--- src/hw/rtl/ptms_pkg.sv ---
`timescale 1ns / 1ps
package ptms_pkg;

   localparam int ADDR_W = 48;

   localparam logic [1:0] KIND_BOND   = 2'd0;
   localparam logic [1:0] KIND_OBS    = 2'd1;
   localparam logic [1:0] KIND_FINISH = 2'd2;
   localparam logic [1:0] KIND_UNUSED = 2'd3;

   localparam logic [1:0] ROLE_UNKNOWN  = 2'd0;
   localparam logic [1:0] ROLE_PHYSICAL = 2'd1;
   localparam logic [1:0] ROLE_LINK     = 2'd2;
   localparam logic [1:0] ROLE_MGMT     = 2'd3;

   localparam logic [7:0] NO_SLOT = 8'hFF;
   localparam logic [7:0] NO_TYPE = 8'hFF;

   typedef struct packed {
      logic [1:0]        kind;
      logic [ADDR_W-1:0] address;
      logic [1:0]        transport;
      logic [6:0]        le_slot;
      logic [7:0]        le_atype;
      logic [7:0]        bredr_key;
      logic [3:0]        role_flags;
      logic              connected;
      logic [15:0]       vend_id;
      logic [15:0]       prod_id;
   } req_type;

   typedef struct packed {
      logic [ADDR_W-1:0] peer_address;
      logic [1:0]        peer_transport;
      logic signed [7:0] peer_le_slot;
      logic [7:0]        peer_le_atype;
      logic [7:0]        peer_bredr_key;
      logic [1:0]        peer_role;
      logic              peer_connected;
      logic [15:0]       peer_vend_id;
      logic [15:0]       peer_prod_id;
      logic              entry_valid;
      logic              last;
   } rsp_type;

   typedef struct packed {
      logic [ADDR_W-1:0] addr;
      logic [1:0]        transport;
      logic [7:0]        le_slot;
      logic [7:0]        le_type;
      logic [7:0]        key_type;
      logic [1:0]        role;
      logic              conn;
      logic [15:0]       vid;
      logic [15:0]       pid;
   } row_type;

   function automatic logic [1:0] role_of(input logic [3:0] flags);
      logic [1:0] r;
      if (flags[0])                r = ROLE_MGMT;
      else if (flags[1])           r = ROLE_LINK;
      else if (flags[2] | flags[3]) r = ROLE_PHYSICAL;
      else                         r = ROLE_UNKNOWN;
      return r;
   endfunction

   function automatic row_type fresh_row(input logic [ADDR_W-1:0] addr);
      row_type r;
      r          = '0;
      r.addr     = addr;
      r.le_slot  = NO_SLOT;
      r.le_type  = NO_TYPE;
      r.key_type = NO_TYPE;
      return r;
   endfunction

   function automatic row_type merge_item(input row_type row, input req_type item);
      row_type    r;
      logic [1:0] role;
      r    = row;
      role = role_of(item.role_flags);
      if (item.kind == KIND_BOND) begin
         r.transport = row.transport | item.transport;
         if (item.transport[0]) begin
            r.le_slot = {1'b0, item.le_slot};
            r.le_type = item.le_atype;
         end
         if (item.transport[1]) begin
            r.key_type = item.bredr_key;
         end
      end else begin
         if (role > row.role) begin
            r.role = role;
         end
         if (item.connected) begin
            r.conn = 1'b1;
         end
         if (row.vid == 16'd0 && row.pid == 16'd0) begin
            r.vid = item.vend_id;
            r.pid = item.prod_id;
         end
      end
      return r;
   endfunction

   function automatic rsp_type row_to_rsp(input row_type row, input logic last);
      rsp_type o;
      o.peer_address   = row.addr;
      o.peer_transport = row.transport;
      o.peer_le_slot   = row.le_slot;
      o.peer_le_atype  = row.le_type;
      o.peer_bredr_key = row.key_type;
      o.peer_role      = row.role;
      o.peer_connected = row.conn;
      o.peer_vend_id   = row.vid;
      o.peer_prod_id   = row.pid;
      o.entry_valid    = 1'b1;
      o.last           = last;
      return o;
   endfunction

endpackage

--- src/hw/rtl/ptms_if.sv ---
`timescale 1ns / 1ps
interface ptms_req_if import ptms_pkg::*; ();
   logic    valid;
   logic    ready;
   req_type data;
   modport source (output valid, output data, input ready);
   modport sink   (input valid, input data, output ready);
endinterface

interface ptms_rsp_if import ptms_pkg::*; ();
   logic    valid;
   logic    ready;
   rsp_type data;
   modport source (output valid, output data, input ready);
   modport sink   (input valid, input data, output ready);
endinterface

--- src/hw/rtl/peer_table_merge_sorted.sv ---
`timescale 1ns / 1ps
// bond / observation: stored addresses are read (LOOK) and compared (MATCH), then the row
// is written (NEW, UPDATE); when the table is full a new address is dropped
// the search uses one address comparator and one registered table read port
// finish with n entries: n passes, each scanning all n entries (SCAN, PICK), one result per
// pass, each held until its transfer; an empty table shows its single result in the cycle after the input transfer
// reset empties the table at once (entry count cleared); no clearing pass is needed
module peer_table_merge_sorted import ptms_pkg::*; #(
   parameter int TABLE_DEPTH = 16
) (
   input  logic       clock,
   input  logic       reset,
   ptms_req_if.sink   req_chan,
   ptms_rsp_if.source rsp_chan
);

   localparam int CW = $clog2(TABLE_DEPTH + 1);
   localparam int IW = (TABLE_DEPTH > 1) ? $clog2(TABLE_DEPTH) : 1;

   typedef enum logic [7:0] {
      ST_IDLE   = 8'b00000001,
      ST_LOOK   = 8'b00000010,
      ST_MATCH  = 8'b00000100,
      ST_NEW    = 8'b00001000,
      ST_UPDATE = 8'b00010000,
      ST_SCAN   = 8'b00100000,
      ST_EMIT   = 8'b01000000,
      ST_PICK   = 8'b10000000
   } state_type;

   state_type         state_ff, state_in;
   logic [CW-1:0]     count_ff, count_in;
   logic              stopped_ff, stopped_in;
   logic [CW-1:0]     idx_ff, idx_in;
   logic [CW-1:0]     done_ff, done_in;
   logic              prev_vld_ff, prev_vld_in;
   logic              best_vld_ff, best_vld_in;
   logic [ADDR_W-1:0] prev_ff, prev_in;
   req_type           item_ff, item_in;
   row_type           row_ff, row_in;
   row_type           best_ff, best_in;
   rsp_type           rsp_ff, rsp_in;
   row_type           rd_ff;
   row_type           mem_q [TABLE_DEPTH];

   logic              wr_en;
   logic              idx_at_end;
   logic              take;
   row_type           best_next;

   assign req_chan.ready = (state_ff == ST_IDLE);
   assign rsp_chan.valid = (state_ff == ST_EMIT);
   assign rsp_chan.data  = rsp_ff;

   assign idx_at_end = (idx_ff + CW'(1)) == count_ff;
   // sort pass keeps the smallest address above the one last sent
   assign take       = (!prev_vld_ff || rd_ff.addr > prev_ff) &&
                       (!best_vld_ff || rd_ff.addr < best_ff.addr);
   assign best_next  = take ? rd_ff : best_ff;
   assign wr_en      = (state_ff == ST_UPDATE);

   always_ff @(posedge clock) begin
      if (wr_en) begin
         mem_q[idx_ff[IW-1:0]] <= merge_item(row_ff, item_ff);
      end
      rd_ff <= mem_q[idx_ff[IW-1:0]];
   end

   always_comb begin
      state_in    = state_ff;
      count_in    = count_ff;
      stopped_in  = stopped_ff;
      idx_in      = idx_ff;
      done_in     = done_ff;
      prev_vld_in = prev_vld_ff;
      best_vld_in = best_vld_ff;
      prev_in     = prev_ff;
      item_in     = item_ff;
      row_in      = row_ff;
      best_in     = best_ff;
      rsp_in      = rsp_ff;
      case (state_ff)
         ST_IDLE: begin
            if (req_chan.valid) begin
               item_in     = req_chan.data;
               idx_in      = '0;
               done_in     = '0;
               prev_vld_in = 1'b0;
               best_vld_in = 1'b0;
               if (req_chan.data.kind == KIND_FINISH) begin
                  if (count_ff == '0) begin
                     rsp_in       = '0;
                     rsp_in.last  = 1'b1;
                     state_in     = ST_EMIT;
                  end else begin
                     state_in = ST_SCAN;
                  end
               end else if (req_chan.data.kind == KIND_OBS ||
                            (req_chan.data.kind == KIND_BOND && !stopped_ff)) begin
                  state_in = (count_ff == '0) ? ST_NEW : ST_LOOK;
               end
            end
         end
         ST_LOOK: begin
            state_in = ST_MATCH;
         end
         ST_MATCH: begin
            if (rd_ff.addr == item_ff.address) begin
               row_in   = rd_ff;
               state_in = ST_UPDATE;
            end else if (idx_at_end) begin
               state_in = ST_NEW;
            end else begin
               idx_in   = idx_ff + CW'(1);
               state_in = ST_LOOK;
            end
         end
         ST_NEW: begin
            if (count_ff == CW'(TABLE_DEPTH)) begin
               if (item_ff.kind == KIND_BOND) begin
                  stopped_in = 1'b1;
               end
               state_in = ST_IDLE;
            end else begin
               row_in   = fresh_row(item_ff.address);
               idx_in   = count_ff;
               count_in = count_ff + CW'(1);
               state_in = ST_UPDATE;
            end
         end
         ST_UPDATE: begin
            state_in = ST_IDLE;
         end
         ST_SCAN: begin
            // table read in flight
            state_in = ST_PICK;
         end
         ST_PICK: begin
            best_in     = best_next;
            best_vld_in = best_vld_ff | take;
            if (idx_at_end) begin
               rsp_in   = row_to_rsp(best_next, (done_ff + CW'(1)) == count_ff);
               state_in = ST_EMIT;
            end else begin
               idx_in   = idx_ff + CW'(1);
               state_in = ST_SCAN;
            end
         end
         ST_EMIT: begin
            if (rsp_chan.ready) begin
               if (rsp_ff.last) begin
                  count_in   = '0;
                  stopped_in = 1'b0;
                  state_in   = ST_IDLE;
               end else begin
                  prev_in     = rsp_ff.peer_address;
                  prev_vld_in = 1'b1;
                  best_vld_in = 1'b0;
                  done_in     = done_ff + CW'(1);
                  idx_in      = '0;
                  state_in    = ST_SCAN;
               end
            end
         end
         default: begin
            state_in = ST_IDLE;
         end
      endcase
   end

   always_ff @(posedge clock) begin
      if (reset) begin
         state_ff   <= ST_IDLE;
         count_ff   <= '0;
         stopped_ff <= 1'b0;
      end else begin
         state_ff   <= state_in;
         count_ff   <= count_in;
         stopped_ff <= stopped_in;
      end
   end

   always_ff @(posedge clock) begin
      idx_ff      <= idx_in;
      done_ff     <= done_in;
      prev_vld_ff <= prev_vld_in;
      best_vld_ff <= best_vld_in;
      prev_ff     <= prev_in;
      item_ff     <= item_in;
      row_ff      <= row_in;
      best_ff     <= best_in;
      rsp_ff      <= rsp_in;
   end

endmodule

--- src/flat_wrapper.sv ---
// flat-port wrapper written by rule: the top's interface ports become plain ports
module peer_table_merge_sorted_flat import ptms_pkg::*;
#(
   parameter int TABLE_DEPTH = 16
)
  (clock, reset, req_chan_valid, req_chan_data, req_chan_ready, rsp_chan_valid, rsp_chan_data, rsp_chan_ready);
  ptms_req_if req_chan_i ();
  ptms_rsp_if rsp_chan_i ();
  input  logic clock;
  input  logic reset;
  input wire logic [$bits(req_chan_i.valid)-1:0] req_chan_valid;
  input wire logic [$bits(req_chan_i.data)-1:0] req_chan_data;
  output wire logic [$bits(req_chan_i.ready)-1:0] req_chan_ready;
  output wire logic [$bits(rsp_chan_i.valid)-1:0] rsp_chan_valid;
  output wire logic [$bits(rsp_chan_i.data)-1:0] rsp_chan_data;
  input wire logic [$bits(rsp_chan_i.ready)-1:0] rsp_chan_ready;
  assign req_chan_i.valid = req_chan_valid;
  assign req_chan_i.data = req_chan_data;
  assign req_chan_ready = req_chan_i.ready;
  assign rsp_chan_valid = rsp_chan_i.valid;
  assign rsp_chan_data = rsp_chan_i.data;
  assign rsp_chan_i.ready = rsp_chan_ready;
  peer_table_merge_sorted #(.TABLE_DEPTH(TABLE_DEPTH)) u_core (.clock(clock), .reset(reset), .req_chan(req_chan_i), .rsp_chan(rsp_chan_i));
endmodule
--- config.mk ---
export PLATFORM = sky130hd
export DESIGN_NAME = peer_table_merge_sorted_flat
export DESIGN_NICKNAME = d
export VERILOG_FILES = /design/src/hw/rtl/ptms_pkg.sv /design/src/hw/rtl/ptms_if.sv /design/src/hw/rtl/peer_table_merge_sorted.sv /design/src/flat_wrapper.sv
export SDC_FILE = /design/constraint.sdc
export NUM_CORES = 2
export LEC_CHECK = 0
export BUFFER_PORTS_ARGS = -buffer_cell sky130_fd_sc_hd__buf_2
export CORE_UTILIZATION = 60
export CTS_CLUSTER_SIZE = 28
export DETAILED_ROUTE_END_ITERATION = 7
export GPL_TIMING_DRIVEN = 0
export PLACE_DENSITY_LB_ADDON = 0.25
export SETUP_SLACK_MARGIN = 0.05
export SYNTH_ARGS = -nofsm -noshare
export SYNTH_HDL_FRONTEND = slang
export SYNTH_SLANG_ARGS = --single-unit
--- constraint.sdc ---
create_clock -name clock -period 12.13 [get_ports clock]
set_input_delay 2.426 -clock clock [delete_from_list [all_inputs] [get_ports clock]]
set_output_delay 2.426 -clock clock [all_outputs]
set_load 0.05 [all_outputs]
* After elaboration in Yosys (flattened, before gate mapping)
Memory sizes are Yosys's and may differ from the RTL's. A register that Yosys moved wholly into a read port is not among the register bits. Index checks and enable logic that the tools add are counted.
Storage, ports and cells: bits in writable memories 1744, register bits 515, memories kept 1
Memory list:
- u_core.mem_q | depth 16, bits a word 109, rd ports 1, clocked after Yosys merged registers in 1, write ports 1, line peer_table_merge_sorted.sv:44 | row_type mem_q [TABLE_DEPTH];
Operators by class: add/sub/neg operators 3, bitwise logic cells 4, muxes and demuxes 62, $lt $le $gt $ge 3, equality and inequality tests 27, reduce and logical (&&, ||, !) cells 30
Operator list (count):
- $mux 111 | 4
- $mux 109 | 3
- $pmux 111 s2 | 1
- $pmux 109 s2 | 1
- $mux 35 | 2
- $mux 5 | 12
- $pmux 8 s7 | 1
- $mux 26 | 2
- $eq 48x48->1 | 1
- $gt 48x48->1 | 1
- $lt 48x48->1 | 1
- $mux 8 | 6
- $logic_not 16->1 | 2
- $mux 32 | 1
- $pmux 5 s5 | 1
- $pmux 5 s2 | 2
- $mux 16 | 1
- $ne 2x1->1 const B | 8
- $add 5x1->5 const B | 3
- $mux 7 | 2
- $mux 1 | 13
- $reduce_and 4->1 | 3
- $eq 5x5->1 | 2
- $reduce_and 5->1 | 2
- other kinds (33) | 54

* Logic depth before layout (Yosys ltp)
word-level depth 9, gate-level depth with buffers 13, mapped depth without buffers 10

* Worst setup path before layout
OpenSTA, ideal clock, no wires.
path type register -> register, start point reg u_core.idx_ff[1], end point mem u_core.mem_q[0][0] (netlist name) (enable), data arrival time 8721 ps, stages on the path, launching flop included 8, clock period less this slack 9431 ps, slack 2699 ps, library setup time 710 ps, cells stage by stage edfxtp_1 -> clkbuf_1 -> clkbuf_1 -> clkbuf_1 -> inv_1 -> ha_1 -> nand2_1 -> nor3_1
RTL lines:
- start, declared | line peer_table_merge_sorted.sv:34 | logic [CW-1:0] idx_ff, idx_in;
- start signal, assigned | line peer_table_merge_sorted.sv:184 | idx_ff <= idx_in;
- end, declared | line peer_table_merge_sorted.sv:44
Straight into the memory's write port.

* Final worst setup path
start point reg u_core.state_ff[1], end point out rsp_chan_valid
On the way: longest elaborated chain between the ends 1
Ends and longest elaborated chain:
- start, declared | line peer_table_merge_sorted.sv:31 | state_type state_ff, state_in;
- start signal, assigned | line peer_table_merge_sorted.sv:177 | state_ff <= state_in;
- $eq 8x7->1 | line peer_table_merge_sorted.sv:52 | assign rsp_chan.valid = (state_ff == ST_EMIT);
- end, declared | line flat_wrapper.sv:14 | output wire logic [$bits(rsp_chan_i.valid)-1:0] rsp_chan_valid;
Every way passes these cells.

==> results_dict.tcl <==
set metrics [dict create \
    cts_buffers 224 \
    hold_buffers 0 \
    initial_core_util_pct 60.5 \
    tns_ns 0 \
    critPathLaunch "u_core.state_ff[1]" \
    final_nets 5146 \
    timing.final.hold_violations 0 \
    first_iter_violations 6169 \
    dp_slack_ns 7.30 \
    areaGrowthSynthToFinish_pct 15.8 \
    setup_slack_ns 6.55 \
    hp-start "u_core.rsp_chan.data[74]" \
    p_total_w 0.0220 \
    slew_headroom_pct -7.79 \
    min_path_cells 0 \
    powerDensity_nw_per_um2 209 \
    p_comb_share_pct 21.6 \
    io_pins 229 \
    min_period_over_period_pct 46.0 \
    h-tree-depth 4 \
    worstPathArrival_ns 3.15 \
    violations "capacitance limit, slew limit" \
    drc 0 \
    synth_top_area_share_pct 74.4 \
    rsz0062_at_grt "no" \
    synth.net_count 4538 \
    synthFlopType "edfxtp_1" \
    gp_congestion 0.855 \
    clkTransAtPathRegs_ns 0.06 \
    drive_gt1_share_pct 27.4 \
    netlist_area_um2 90600 \
    clock_skew_ns 0.0342 \
    avgRoutedWirePerCell_um 33.6 \
    final.min_clock_period_ns 5.58 \
    fp.dieW_um 391 \
    crit_path_max_fanout 9 \
    clock_path_buffers 3 \
    placed_cell_area_um2 97200 \
    clkPwrFrac_pct 33.1 \
    syn_avg_cell_area_um2 21.0 \
    tightest_slew_ns 1.62 \
    peakVddDrop_mv 0.172 \
    coreArea_um2 150000 \
    max_freq_mhz 179 \
    root_buffer "clkbuf_16" \
    slew_viol_final 11 \
    dp_hpwl_um 152000 \
    port_buffers 227 \
    required_ns 9.70 \
    ant_nets 0 \
    die_h_um 391 \
    routed_via_density 6.70 \
    switchingPower_w 0.00625 \
    hold_class "register to register" \
    synth.top_cells.by_area "edfxtp_1 74%, mux4_2 14%, dfxtp_1 2.7%, ha_1 1.5%, mux2_2 0.88%" \
    cts_tree "done" \
    final_area_um2 105000 \
    synthDistinctLibCells 61 \
    antenna_found_initial 10 \
    pwr-share-seq_pct 45.3 \
    post_cts_resized 0 \
    track_usage_pct 31.9 \
    clk_latency_ns 0.84 \
    layout.cells.most_common "edfxtp_1" \
    wl_um 240000 \
    cts_sinks 2368 \
    async_flop_share_pct 0 \
    synth_edf_count 2245 \
    num_rows 142 \
    grt_pass1_wl_um 339000 \
    path_class "register to primary output" \
    maxCapViolCount 1 \
    outcome "finished with violations" \
    grt_max_degree 69 \
    internal-power_w 0.0157 \
    layout_common_cells "2,245 x edfxtp_1, 545 x mux4_2, 244 x buf_2" \
    n_fill_cell 8678 \
    worst_r2r_path_depth 10 \
    startpoint_type "register" \
    setup_viol 0 \
    syn_inst 4317 \
    timing.rr.start "u_core.rd_ff[106]" \
    synth_top_area_cell "edfxtp_1" \
    multi_input_area_um2 19600 \
    ys_warn_count 0 \
    crit_path_end_kind "primary output" \
    synth_seq_cells 2368 \
    yosysSeqAreaShare_pct 77.1 \
    post_cts_buffers 0 \
    grt_pass1_vias 47300 \
    grt_overflow_total 0 \
    swShare_pct 28.4 \
    dr_total_vias 47900 \
    cellLeakagePower_nw 34.9 \
    first_pass_iters 6 \
    seqCellArea_um2 69900 \
    die-area_um2 153000 \
]
metrics by stage:
step	instances	hold WS, ns	util (%)
6_report	7146	0.441	70.0
5_1_grt	7139	0.457	70.0
4_1_cts	7139	0.444	70.0
3_5_place_dp	6715	0.433	64.9
3_3_place_gp	6560	0.428	62.9
2_1_floorplan	4317	0.440	-
kinds of logic (layout without fill, tap and decap cells):
family                     count (synthesis)  count (layout)  share of synthesized area (%)
xor gates and xnor gates                  68              68                          0.658
adders and majority gates                105             105                           1.45
DFF                                     2368            2368                           77.1
AOI/OAI and AO/OA                        362             362                           2.28
muxes                                    616             616                           14.4
buffers and inverters                    318            1124                           1.37
and+or+nand+nor                          480             480                           2.65
other                                      0               7                              0
registers in the layout, indices dropped and copies added, names as in the netlist:
register / count
u_core.state_ff: 8
u_core.idx_ff: 5
u_core.prev_ff: 48
u_core.count_ff: 5
u_core.rd_ff: 109
u_core.item_ff: 112
u_core.best_vld_ff: 1
u_core.mem_q: 1744
u_core.row_ff: 109
u_core.done_ff: 5
u_core.rsp_chan.data: 111
u_core.stopped_ff: 1
u_core.prev_vld_ff: 1
u_core.best_ff: 109
power by group through the flow:
stage	Combinational, W	Clock, W	Sequential (W)
floorplan	0.00311	0	0.00992
global placement	0.00450	0	0.0101
detailed placement	0.00465	0	0.0101
CTS	0.00472	0.00732	0.00993
global route	0.00500	0.00762	0.00997
finish	0.00474	0.00728	0.00995
worst paths after layout:
check / to / slack (ns)
worst max register to register: u_core.rsp_chan.data[8] / 7.05
worst max-delay path: rsp_chan_valid / 6.55
worst min-delay path: u_core.prev_ff[11] / 0.44
worst min register to register: u_core.prev_ff[11] / 0.44
per-layer routing:
metal	vias up	track usage (%)	routed length, um
met5	-	0	30
met4	6	13.1	10700
met3	589	6.73	27100
met2	3445	50.6	116000
met1	24900	43.6	86700
li1	18900	-	-
cell type report:
| class | count | share of cell area (%) |
|---|---|---|
| multi-input combinational | 1631 | 18.7 |
| timing repair buffer | 382 | 3.79 |
| clock buffer | 314 | 6.02 |
| tap | 2016 | 2.40 |
| sequential | 2368 | 66.6 |
| buffer | 204 | 0.781 |
| inverter | 114 | 0.417 |
| antenna | 7 | 0.0167 |
| clock inverter | 110 | 1.30 |
critical path, cell delays in order (launching register included):
cell	delay (ns)
dfxtp_1	0.36
nor4_1	0.45
nand4b_1	0.59
inv_1	0.46
buf_2	0.44
Yosys cell counts, types with 23 or more instances:
library cell / number
a21oi_1: 149
edfxtp_1: 2245
nand2_1: 141
clkbuf_1: 127
o21ai_0: 116
xor2_1: 55
nand3_1: 121
nor2_1: 50
buf_1: 49
mux4_2: 545
and2_1: 42
a21o_1: 51
ha_1: 105
mux2_2: 71
nand4_1: 23
dfxtp_1: 123
nand2b_1: 31
inv_1: 113
Note: power is estimated with default switching activity, not from simulation.
